===== config.mk =====
export PLATFORM = sky130hd
export DESIGN_NAME = constrained_array_count_dp
export DESIGN_NICKNAME = d
export VERILOG_FILES = /design/src/hw/rtl/cac_pkg.sv /design/src/hw/rtl/cac_ram.sv /design/src/hw/rtl/cac_cell.sv /design/src/hw/rtl/constrained_array_count_dp.sv
export SDC_FILE = /design/constraint.sdc
export NUM_CORES = 2
export LEC_CHECK = 0
export ABC_AREA = 1
export BUFFER_PORTS_ARGS = -buffer_cell sky130_fd_sc_hd__buf_4
export CELL_PAD_IN_SITES_DETAIL_PLACEMENT = 1
export CELL_PAD_IN_SITES_GLOBAL_PLACEMENT = 2
export CORE_ASPECT_RATIO = 1.5
export CORE_MARGIN = 10
export CORE_UTILIZATION = 48
export DETAILED_ROUTE_END_ITERATION = 10
export HOLD_SLACK_MARGIN = 0.02
export PLACE_DENSITY = 0.84
export REMOVE_ABC_BUFFERS = 1
export SYNTH_ARGS = -nofsm -noshare
export SYNTH_HDL_FRONTEND = slang
export SYNTH_SLANG_ARGS = --single-unit

===== constraint.sdc =====
create_clock -name clk_i -period 16.2 [get_ports clk_i]
set_input_delay 1.62 -clock clk_i [delete_from_list [all_inputs] [get_ports clk_i]]
set_output_delay 1.62 -clock clk_i [all_outputs]
set_load 0.02 [all_outputs]

===== src/hw/rtl/cac_pkg.sv =====
`timescale 1ns / 1ps

package cac_pkg;

  localparam int unsigned MaxValueBound = 128;
  localparam int unsigned ElemW         = 8;
  localparam int unsigned CountW        = 30;
  localparam int unsigned IdxW          = $clog2(MaxValueBound);
  localparam int unsigned MaxW          = $clog2(MaxValueBound + 1);
  localparam int unsigned CmpW          = (MaxW > ElemW) ? MaxW : ElemW;
  localparam int unsigned CntW          = $clog2(MaxValueBound + 3);

  localparam logic [CountW-1:0] Modulus       = 30'd1000000007;
  localparam logic [ElemW-1:0]  MaxValueReset = 8'd100;

  // sweep control from the sequencer to the update cell
  typedef struct packed {
    logic            calc;
    logic            clr;
    logic            seed;
    logic [IdxW-1:0] idx;
    logic [CmpW-1:0] elem;
    logic [CmpW-1:0] mval;
  } ctl_t;

endpackage


===== src/hw/rtl/cac_ram.sv =====
`timescale 1ns / 1ps

module cac_ram (
  input  logic                                clk_i,
  input  logic                                we_i,
  input  logic [cac_pkg::IdxW-1:0]            waddr_i,
  input  logic [cac_pkg::CountW-1:0]          wdata_i,
  input  logic                                re_i,
  input  logic [cac_pkg::IdxW-1:0]            raddr_i,
  output logic [cac_pkg::CountW-1:0]          rdata_o
);

  logic [cac_pkg::CountW-1:0] mem_q [cac_pkg::MaxValueBound];
  logic [cac_pkg::CountW-1:0] rdata_q;

  always_ff @(posedge clk_i) begin
    if (we_i) begin
      mem_q[waddr_i] <= wdata_i;
    end
  end

  always_ff @(posedge clk_i) begin
    if (re_i) begin
      rdata_q <= mem_q[raddr_i];
    end
  end

  assign rdata_o = rdata_q;

endmodule


===== src/hw/rtl/cac_cell.sv =====
`timescale 1ns / 1ps

module cac_cell (
  input  logic                                clk_i,
  input  logic                                rst_ni,
  input  cac_pkg::ctl_t                       ctl_i,
  input  logic [cac_pkg::CountW-1:0]          rdata_i,
  output logic                                ram_we_o,
  output logic [cac_pkg::IdxW-1:0]            ram_waddr_o,
  output logic [cac_pkg::CountW-1:0]          ram_wdata_o,
  output logic [cac_pkg::CountW-1:0]          acc_o
);

  logic [cac_pkg::CountW-1:0] prev_q, cur_q;
  logic                       wr_valid_q;
  logic [cac_pkg::IdxW-1:0]   wr_addr_q;
  logic [cac_pkg::CountW-1:0] wr_data_q, wr_data_d;
  logic [cac_pkg::CountW-1:0] acc_q, acc_d;

  logic [cac_pkg::CmpW-1:0]   idx_ext, idx_p1;
  logic                       keep, has_prev, has_next;
  logic [cac_pkg::CountW-1:0] term_b, term_c;
  logic [cac_pkg::CountW+1:0] tot, red, mod1, mod2;
  logic [cac_pkg::CountW:0]   acc_sum;

  // sliding window over the old counts
  always_ff @(posedge clk_i) begin
    prev_q <= cur_q;
    cur_q  <= rdata_i;
  end

  always_comb begin
    idx_ext  = cac_pkg::CmpW'(ctl_i.idx);
    idx_p1   = idx_ext + cac_pkg::CmpW'(1);
    keep     = (idx_ext < ctl_i.mval) &&
               ((ctl_i.elem == '0) || (ctl_i.elem == idx_p1));
    has_prev = (ctl_i.idx != '0);
    has_next = (idx_p1 < ctl_i.mval);
    term_b   = has_prev ? prev_q : '0;
    term_c   = has_next ? rdata_i : '0;
    mod1     = {2'b00, cac_pkg::Modulus};
    mod2     = {1'b0, cac_pkg::Modulus, 1'b0};
    tot      = {2'b00, cur_q} + {2'b00, term_b} + {2'b00, term_c};
    if (tot >= mod2) begin
      red = tot - mod2;
    end else if (tot >= mod1) begin
      red = tot - mod1;
    end else begin
      red = tot;
    end
    if (!keep) begin
      wr_data_d = '0;
    end else if (ctl_i.seed) begin
      wr_data_d = cac_pkg::CountW'(1);
    end else begin
      wr_data_d = red[cac_pkg::CountW-1:0];
    end
  end

  always_ff @(posedge clk_i or negedge rst_ni) begin
    if (!rst_ni) begin
      wr_valid_q <= 1'b0;
    end else begin
      wr_valid_q <= ctl_i.calc;
    end
  end

  always_ff @(posedge clk_i) begin
    wr_addr_q <= ctl_i.idx;
    wr_data_q <= wr_data_d;
  end

  // running sum of the new counts
  always_comb begin
    acc_sum = {1'b0, acc_q} + {1'b0, wr_data_q};
    if (ctl_i.clr) begin
      acc_d = '0;
    end else if (!wr_valid_q) begin
      acc_d = acc_q;
    end else if (acc_sum >= {1'b0, cac_pkg::Modulus}) begin
      acc_d = cac_pkg::CountW'(acc_sum - {1'b0, cac_pkg::Modulus});
    end else begin
      acc_d = acc_sum[cac_pkg::CountW-1:0];
    end
  end

  always_ff @(posedge clk_i) begin
    acc_q <= acc_d;
  end

  assign ram_we_o    = wr_valid_q;
  assign ram_waddr_o = wr_addr_q;
  assign ram_wdata_o = wr_data_q;
  assign acc_o       = acc_q;

endmodule


===== src/hw/rtl/constrained_array_count_dp.sv =====
`timescale 1ns / 1ps

// Counts arrays over 1..max_value whose neighbouring entries differ by at
// most one, modulo 1000000007, one array element per input transaction.
// Input channel: elem_value_i (0 = free, else fixed value) and is_last_i,
// taken on in_valid_i & in_ready_o. Output channel: count_o, one transaction
// for each element marked last, handed over on out_valid_o & out_ready_i.
// max_value is written through cfg_we_i / cfg_wdata_i and used capped at
// MaxValueBound; the user must write it only while idle, as the block itself
// does not enforce this. Each element costs one sweep over the count memory,
// its length set by the single read and single write port of that memory;
// a final state then returns to idle and, after a last element, hands the
// sum over.
// One element is in work at a time. A finished count waits in the output
// register while the next element is swept; only a second count that is
// ready before the first is taken holds the block in its final state.
// Reset (rst_ni low) sets max_value to 100, empties the output register and
// arms the block for the first element of a new array; the memory needs no
// clearing because every first element rewrites all entries.
module constrained_array_count_dp (
  input  logic                                clk_i,
  input  logic                                rst_ni,
  input  logic                                cfg_we_i,
  input  logic [7:0]                          cfg_wdata_i,
  input  logic                                in_valid_i,
  output logic                                in_ready_o,
  input  logic [7:0]                          elem_value_i,
  input  logic                                is_last_i,
  output logic                                out_valid_o,
  input  logic                                out_ready_i,
  output logic [29:0]                         count_o
);

  localparam logic [1:0] StIdle  = 2'd0;
  localparam logic [1:0] StSweep = 2'd1;
  localparam logic [1:0] StFin   = 2'd2;

  localparam logic [cac_pkg::CntW-1:0] CntRdEnd = cac_pkg::CntW'(cac_pkg::MaxValueBound);
  localparam logic [cac_pkg::CntW-1:0] CntCalcLo = cac_pkg::CntW'(2);
  localparam logic [cac_pkg::CntW-1:0] CntCalcHi = cac_pkg::CntW'(cac_pkg::MaxValueBound + 1);
  localparam logic [cac_pkg::CntW-1:0] CntEnd = cac_pkg::CntW'(cac_pkg::MaxValueBound + 2);

  logic [1:0]                   state_q, state_d;
  logic [cac_pkg::CntW-1:0]     cnt_q, cnt_d;
  logic [cac_pkg::ElemW-1:0]    max_value_q;
  logic                         first_q, first_d;
  logic [cac_pkg::ElemW-1:0]    elem_q;
  logic                         last_q;
  logic                         out_valid_q, out_valid_d;
  logic [cac_pkg::CountW-1:0]   count_q, count_d;

  logic                         accept;
  logic [cac_pkg::CmpW-1:0]     max_ext, mval;
  cac_pkg::ctl_t                ctl;
  logic                         ram_re, ram_we;
  logic [cac_pkg::IdxW-1:0]     ram_waddr;
  logic [cac_pkg::CountW-1:0]   ram_wdata, ram_rdata, acc;

  assign accept     = in_valid_i && in_ready_o;
  assign in_ready_o = (state_q == StIdle);

  always_comb begin
    max_ext = cac_pkg::CmpW'(max_value_q);
    if (max_ext > cac_pkg::CmpW'(cac_pkg::MaxValueBound)) begin
      mval = cac_pkg::CmpW'(cac_pkg::MaxValueBound);
    end else begin
      mval = max_ext;
    end
  end

  always_comb begin
    ctl.calc = (state_q == StSweep) && (cnt_q >= CntCalcLo) && (cnt_q <= CntCalcHi);
    ctl.clr  = accept;
    ctl.seed = first_q;
    ctl.idx  = cac_pkg::IdxW'(cnt_q - CntCalcLo);
    ctl.elem = cac_pkg::CmpW'(elem_q);
    ctl.mval = mval;
  end

  assign ram_re = (state_q == StSweep) && (cnt_q < CntRdEnd);

  always_comb begin
    state_d     = state_q;
    cnt_d       = cnt_q;
    first_d     = first_q;
    out_valid_d = out_valid_q;
    count_d     = count_q;
    if (out_valid_q && out_ready_i) begin
      out_valid_d = 1'b0;
    end
    case (state_q)
      StIdle: begin
        if (accept) begin
          state_d = StSweep;
          cnt_d   = '0;
        end
      end
      StSweep: begin
        cnt_d = cnt_q + cac_pkg::CntW'(1);
        if (cnt_q == CntEnd) begin
          state_d = StFin;
        end
      end
      StFin: begin
        if (!last_q) begin
          first_d = 1'b0;
          state_d = StIdle;
        end else if (!out_valid_q || out_ready_i) begin
          first_d     = 1'b1;
          out_valid_d = 1'b1;
          count_d     = acc;
          state_d     = StIdle;
        end
      end
      default: begin
        state_d = StIdle;
      end
    endcase
  end

  always_ff @(posedge clk_i or negedge rst_ni) begin
    if (!rst_ni) begin
      state_q     <= StIdle;
      cnt_q       <= '0;
      first_q     <= 1'b1;
      out_valid_q <= 1'b0;
      max_value_q <= cac_pkg::MaxValueReset;
    end else begin
      state_q     <= state_d;
      cnt_q       <= cnt_d;
      first_q     <= first_d;
      out_valid_q <= out_valid_d;
      if (cfg_we_i) begin
        max_value_q <= cfg_wdata_i;
      end
    end
  end

  always_ff @(posedge clk_i) begin
    count_q <= count_d;
    if (accept) begin
      elem_q <= elem_value_i;
      last_q <= is_last_i;
    end
  end

  cac_ram u_ram (
    .clk_i   (clk_i),
    .we_i    (ram_we),
    .waddr_i (ram_waddr),
    .wdata_i (ram_wdata),
    .re_i    (ram_re),
    .raddr_i (cnt_q[cac_pkg::IdxW-1:0]),
    .rdata_o (ram_rdata)
  );

  cac_cell u_cell (
    .clk_i       (clk_i),
    .rst_ni      (rst_ni),
    .ctl_i       (ctl),
    .rdata_i     (ram_rdata),
    .ram_we_o    (ram_we),
    .ram_waddr_o (ram_waddr),
    .ram_wdata_o (ram_wdata),
    .acc_o       (acc)
  );

  assign out_valid_o = out_valid_q;
  assign count_o     = count_q;

`ifndef SYNTH
  a_count_in_range: assert property (@(posedge clk_i) disable iff (!rst_ni)
    out_valid_o |-> (count_o < cac_pkg::Modulus))
    else $error("count above modulus");

  a_accept_starts_sweep: assert property (@(posedge clk_i) disable iff (!rst_ni)
    accept |=> ((state_q == StSweep) && (cnt_q == '0)))
    else $error("accepted transaction did not start a sweep");

  a_write_in_sweep: assert property (@(posedge clk_i) disable iff (!rst_ni)
    (state_q != StSweep) |-> !ram_we)
    else $error("memory write outside a sweep");

  a_result_from_last: assert property (@(posedge clk_i) disable iff (!rst_ni)
    $rose(out_valid_q) |-> $past((state_q == StFin) && last_q))
    else $error("result without a last element");
`endif

endmodule


* Yosys cells after proc, flatten, opt, wreduce, memory -nomap -nowiden *
Memories as Yosys holds them, arrays and structs flattened. A register that Yosys moved wholly into a read port is not among the register bits.
Index checks and enable logic that the tools add are counted.

cells by class
  add/subtract/negate cells = 9
  $lt $le $gt $ge = 9
  equal/unequal tests = 8
  muxes and demuxes = 22
  bitwise gates (word level) = 1
  reductions and logical operators = 18

operators with widths
  cell                                                                      count
  30-bit 2-to-1 mux                                                         5
  30-bit subtractor (second input constant)                                 3
  30-bit by 30-bit adder with 31-bit output                                 2
  31-bit by 30-bit adder with 32-bit output                                 1
  32-bit by 30-bit >= comparator with 1-bit output (second input constant)  1
  32-bit by 31-bit >= comparator with 1-bit output (second input constant)  1
  31-bit by 30-bit >= comparator with 1-bit output (second input constant)  1
  8-bit 2-to-1 mux                                                          2
  8-bit case mux with 2 select lines                                        1
  1-bit 2-to-1 mux                                                          9
  7-bit by 1-bit adder with 8-bit output (second input constant)            1
  8-bit by 1-bit adder with 8-bit output (second input constant)            1
  8-bit equality test                                                       1
  8-bit equality test (second input constant)                               1
  8-bit by 2-bit >= comparator with 1-bit output (second input constant)    1
  8-bit > comparator (second input constant)                                1
  8-bit less-or-equal comparator (second input constant)                    1
  8-bit zero test                                                           1
  7-bit by 8-bit less-than comparator with 1-bit output                     1
  8-bit less-than comparator                                                1
  8-bit less-than comparator (second input constant)                        1
  2-bit 2-to-1 mux                                                          4
  7-bit nonzero test                                                        1
  7-bit by 2-bit subtractor with 7-bit output (second input constant)       1
  other kinds (14)                                                          24

storage, ports and cells
  register bits = 187
  bits in writable memories = 3840
  input bits = 22
  output and inout port bits = 32
  logic and storage cells = 83
  memories kept = 1

memories
  name         words  bits a word  read ports  clocked after Yosys merged registers in  wr ports  RTL line       text
  u_ram.mem_q  128    30           1           1                                        1         cac_ram.sv:13  logic [cac_pkg::CountW-1:0] mem_q [cac_pkg::MaxValueBound];

* Longest topological paths before layout *
  depth in word-level cells = 9
  gate-level depth with buffers = 49
  gate-level depth less buffers = 44

* Hierarchy *
A second synthesis with hierarchy kept.

unflattened totals
  cells, all modules = 14982
  area total of the unflattened synthesis = 170404.7 um2

modules (own cells, without submodules)
  module                      instances  cells each  area an instance (um2)  sequential area each (um2)
  cac_ram                     1          12566       155302.7                116211.5
  cac_cell                    1          2216        12723.5                 2567.5
  constrained_array_count_dp  1          200         2378.5                  1676.6

* Least setup slack after synthesis *
OpenSTA, ideal clock, no wires.

  kind = register -> register
  start = reg cnt_q[1] (netlist bit)
  end = reg u_cell.wr_data_q, in the netlist u_cell.ram_wdata_o[25]
  setup time = 0.113 ns
  arrival time = 6.445 ns
  data required time = 16.087 ns
  slack = 9.643 ns
  cell stages (with the launch flop) = 46
  buffers on the path = 5
  clock period less this slack = 6.557 ns
  cell sequence = dfrtp_1 > inv_1 > clkbuf_1 > buf_2 > clkbuf_1 > clkbuf_1 > ha_1 > or2_2 > and2_1 > nand3_1 > nor2_1 > xnor2_1 > inv_1 > ha_1 > a21oi_1 > nor2_1 > a211oi_1 > nand2_1 > [10 not listed] > nand3_1 > nand2_1 > nand2_1 > nand2_1 > nand2_1 > nand3b_1 > nand2_1 > nor2_4 > nand2_1 > nor2_1 > nand2_1 > nand3_2 > buf_6 > nand2_1 > o21ai_1 > nand2_1 > nand2_1 > nor2_1

RTL lines
  item                      RTL line                           text
  start: declaration        constrained_array_count_dp.sv:44   logic [cac_pkg::CntW-1:0] cnt_q, cnt_d;
  start signal: assignment  constrained_array_count_dp.sv:130  cnt_q <= cnt_d;
  end signal: assignment    cac_cell.sv:70                     wr_data_q <= wr_data_d;
  end: declaration          cac_cell.sv:17                     logic [cac_pkg::CountW-1:0] wr_data_q, wr_data_d;

==> flow_summary.toml <==
[outcome]
outcome = "complete, but fails checks"
violations = "max-capacitance violations, max-slew violations"

[setup_path]
worst-endpoint-required_ns = 17.04
last_element_of_the_critical_path = "u_cell.ram_wdata_o[0]"
worst_setup_path_startpoint = "cnt_q[1]"
worstSetupPathDepth = 38
worst_setup_ep_type = "flip-flop"
critical_path.startpoint_type = "flip-flop"
timing.rr.end = "u_cell.ram_wdata_o[0]"
worstReg2RegStart = "cnt_q[1]"
timing.critical_path.max_delay_family = "simple AND/OR/NAND/NOR gates"
critical-path-max-stage-delay_ns = 0.89
r2r_setup_slack_ns = 6.52
worst_r2r_path_depth = 38
critical_path_peak_fanout = 96
crit_path_frequent_cell = "nand2_1"
cp_data_arrival_time_ns = 10.53
worstSetupPathType = "flip-flop to flip-flop"
timing.critical_path.buf_inv = 9
crit_slowest_cell = "clkinv_1"

[logic_synthesis]
post-synth-top-area-fraction = 0.7123
synth_cells = 13310
ys.flop_type = "edfxtp_1"
synth_top_family_by_area = "compound AO/OA/AOI/OAI gates"
synth_compound_gate_area_share = 0.1162
yosysWarnings = 0
synth_sequential_area_ratio = 0.7310
postSynthAreaPerCell_um2 = 12.39
synth-edff-count = 3909
synth.lib_cells_used.distinct = 69
synthSimpleGateAreaFrac = 0.1097
synthesized_area_fraction_occupied_by_xor_and_xnor_cells = 0.001708
synth_area_leaders = "edfxtp_1, o21ai_0, nor2_1"
ys_ff_latch = 4057
post_synth_instance_area_um2 = 164800
yosys-mux-area-fraction = 0.0005087
netlist.top_cell.by_area = "edfxtp_1"
synth_fa_ha_area_frac = 0.01019
ys_async_sr_fraction = 0.005176

[final_layout]
layout_commonest_cell = "edfxtp_1"
mostFrequentLayoutCells = "edfxtp_1, nor2_1, o21ai_0"
areaGrowthSynthToFinish_pct = 11.61
final_layout_size_suffix_gt1_frac = 0.09119
final_cells = 18090
finalNetCount = 13390
layout.cell_area.non_filler_um2 = 183900
utilization = 0.5379

[timing]
timing.final.crit_share = 0.5977
rsz0062_at_grt = "no"
drv_slew = 2
slew_headroom = -0.01842
final.min_clock_period_ns = 9.683
finalClockSkew_ns = 0.07300
timing.final.hold_violations = 0
maxClockFrequency_mhz = 103.3
tightestPinTransition_ns = 1.512
setup_violations = 0

[floorplanning]
core_area_um2 = 341900
floorplan.die.width_um = 498.4
start_util = 0.4820
core.rowCount = 263
chipHeight_um = 737.6
fp.dieArea_um2 = 367600
ios = 54

[drt]
post-route-drc-count = 0
antenna_violating_nets_post_route = 0
vias_per_cell = 6.476
total_number_of_vias = 117100
routed_wire_length_per_instance_um = 33.50
detail_route.first_pass.iterations = 6
drtIter0Drc = 14960
drt_wl_total_um = 606000

[global_route]
largest_net_degree_at_the_start_of_global_routing = 181
number_of_antenna_violations_at_the_first_check_in_global_routing = 44
total_global_routing_track_utilization = 0.3193
grt_overflow_total = 0
first_global_vias = 122200
first_pass_grt_wire_length_um = 860700

[power_and_ir_drop]
pwr-share-comb = 0.484
p_clk_frac = 0.219
p_sw_mw = 19.26
irDropWorstVdd_mv = 0.3587
seq_power_share = 0.297
leakagePower_nw = 64.38
internal_power_mw = 21.59
switching_share = 0.4715
pwr_density_cell_nw_per_um2 = 222.1

[place]
dp.final_hpwl_um = 359600
numPortBuffers = 53
dpl-instance-area_um2 = 171700
placed_cells_incl_taps = 17370
globalplace.congestion = 0.9120

[cts]
clk-insertion-delay-late_ns = 0.99
htree_levels = 5
clk_pin_slew_ns = 0.06
hold_buffers = 0
clock_sinks = 4057
tritoncts_buffers = 387
post-cts-setup-buffers = 0
tritoncts = "built"
clock-root-buffer = "clkbuf_16"
max-clock-path-buffers = 4
postCtsResizedCells = 0

[worst_hold_path]
worst_min_delay_path_startpoint = "u_cell.cur_q[21]"
hp-class = "flip-flop to flip-flop"

[job]
max-cap-violations = 2
[sequential cells by signal, indices dropped and copies added (netlist names)]
signal	cells
cnt_q	8
count_o	30
elem_q	8
first_q	1
last_q	1
max_ext	8
out_valid_o	1
state_q	2
u_cell.acc_o	30
u_cell.cur_q	30
u_cell.prev_q	30
u_cell.ram_waddr_o	7
u_cell.ram_wdata_o	30
u_cell.ram_we_o	1
u_ram.mem_q	3840
u_ram.rdata_o	30
[worst min-delay path by stage]
| stage | slack [ns] | depth (start not counted) | to |
|---|---|---|---|
| 2_1_floorplan | 0.33 | 0 | u_cell.prev_q[0] |
| 3_3_place_gp | 0.34 | 0 | u_cell.prev_q[3] |
| 3_5_place_dp | 0.34 | 0 | u_cell.prev_q[15] |
| 4_1_cts | 0.35 | 0 | u_cell.prev_q[21] |
| 5_1_grt | 0.35 | 0 | u_cell.prev_q[19] |
| 6_report | 0.35 | 0 | u_cell.prev_q[21] |
[metal layers]
| layer | GRT usage | share of wire |
|---|---|---|
| met3 | 0.06602 | 0.097 |
| met2 | 0.5280 | 0.48 |
| met4 | 0.2051 | 0.076 |
| met1 | 0.3818 | 0.35 |
| met5 | 0 | 0.00031 |
[Yosys cell counts, types with 19 or more instances]
master and number:
edfxtp_1 3909, nor2_1 2414, o21ai_0 1826, nand2_1 1384
clkbuf_1 767, o22ai_1 531, inv_1 449, nand3_1 401
o221ai_1 340, a21oi_1 240, nor3_1 150, dfxtp_1 127
o211ai_1 115, a31oi_1 94, ha_1 83, nand4_1 69
a2111oi_0 56, buf_1 43, fa_1 32, nand2_2 21
buf_2 20, inv_2 19
[power groups by stage]
stage / clock, mW / sequential [mW] / combinational, mW
floorplan: 0 / 12.7 / 11.3
global placement: 0 / 12.3 / 19.1
detailed placement: 0 / 12.4 / 19.6
CTS: 9.01 / 12.1 / 19.8
global route: 9.41 / 12.2 / 21.5
finish: 8.96 / 12.1 / 19.8
[stage by stage]
stage	hold WS [ns]	total power, mW	setup WS, ns	setup TNS, ns
5_1_grt	0.3522	43.11	5.595	0
3_5_place_dp	0.3408	31.95	6.449	0
6_report	0.3483	40.85	6.517	0
2_1_floorplan	0.3308	23.94	-77.10	-5032.56
4_1_cts	0.3479	40.91	6.394	0
3_3_place_gp	0.3356	31.46	6.524	0
[logic make-up (layout without fill, tap and decap cells)]
family,count (synthesis),in the layout
simple gates,4507,4507
flops,4057,4057
compound gates,3272,3272
buf+inv,1319,1579
fa+ha+maj,115,115
xor+xnor,27,27
mux,8,8
other cells,0,18
[final cells by class]
class,count,area [um2]
fill,33860,158000
sequential,4057,120600
multi-input combinational,7929,40370
clock buffer,478,10290
tap,4505,5637
timing repair buffer,405,3288
clock inverter,221,1878
inverter,475,1813
antenna,18,45.04
Note: power is estimated with default switching activity, not from simulation.
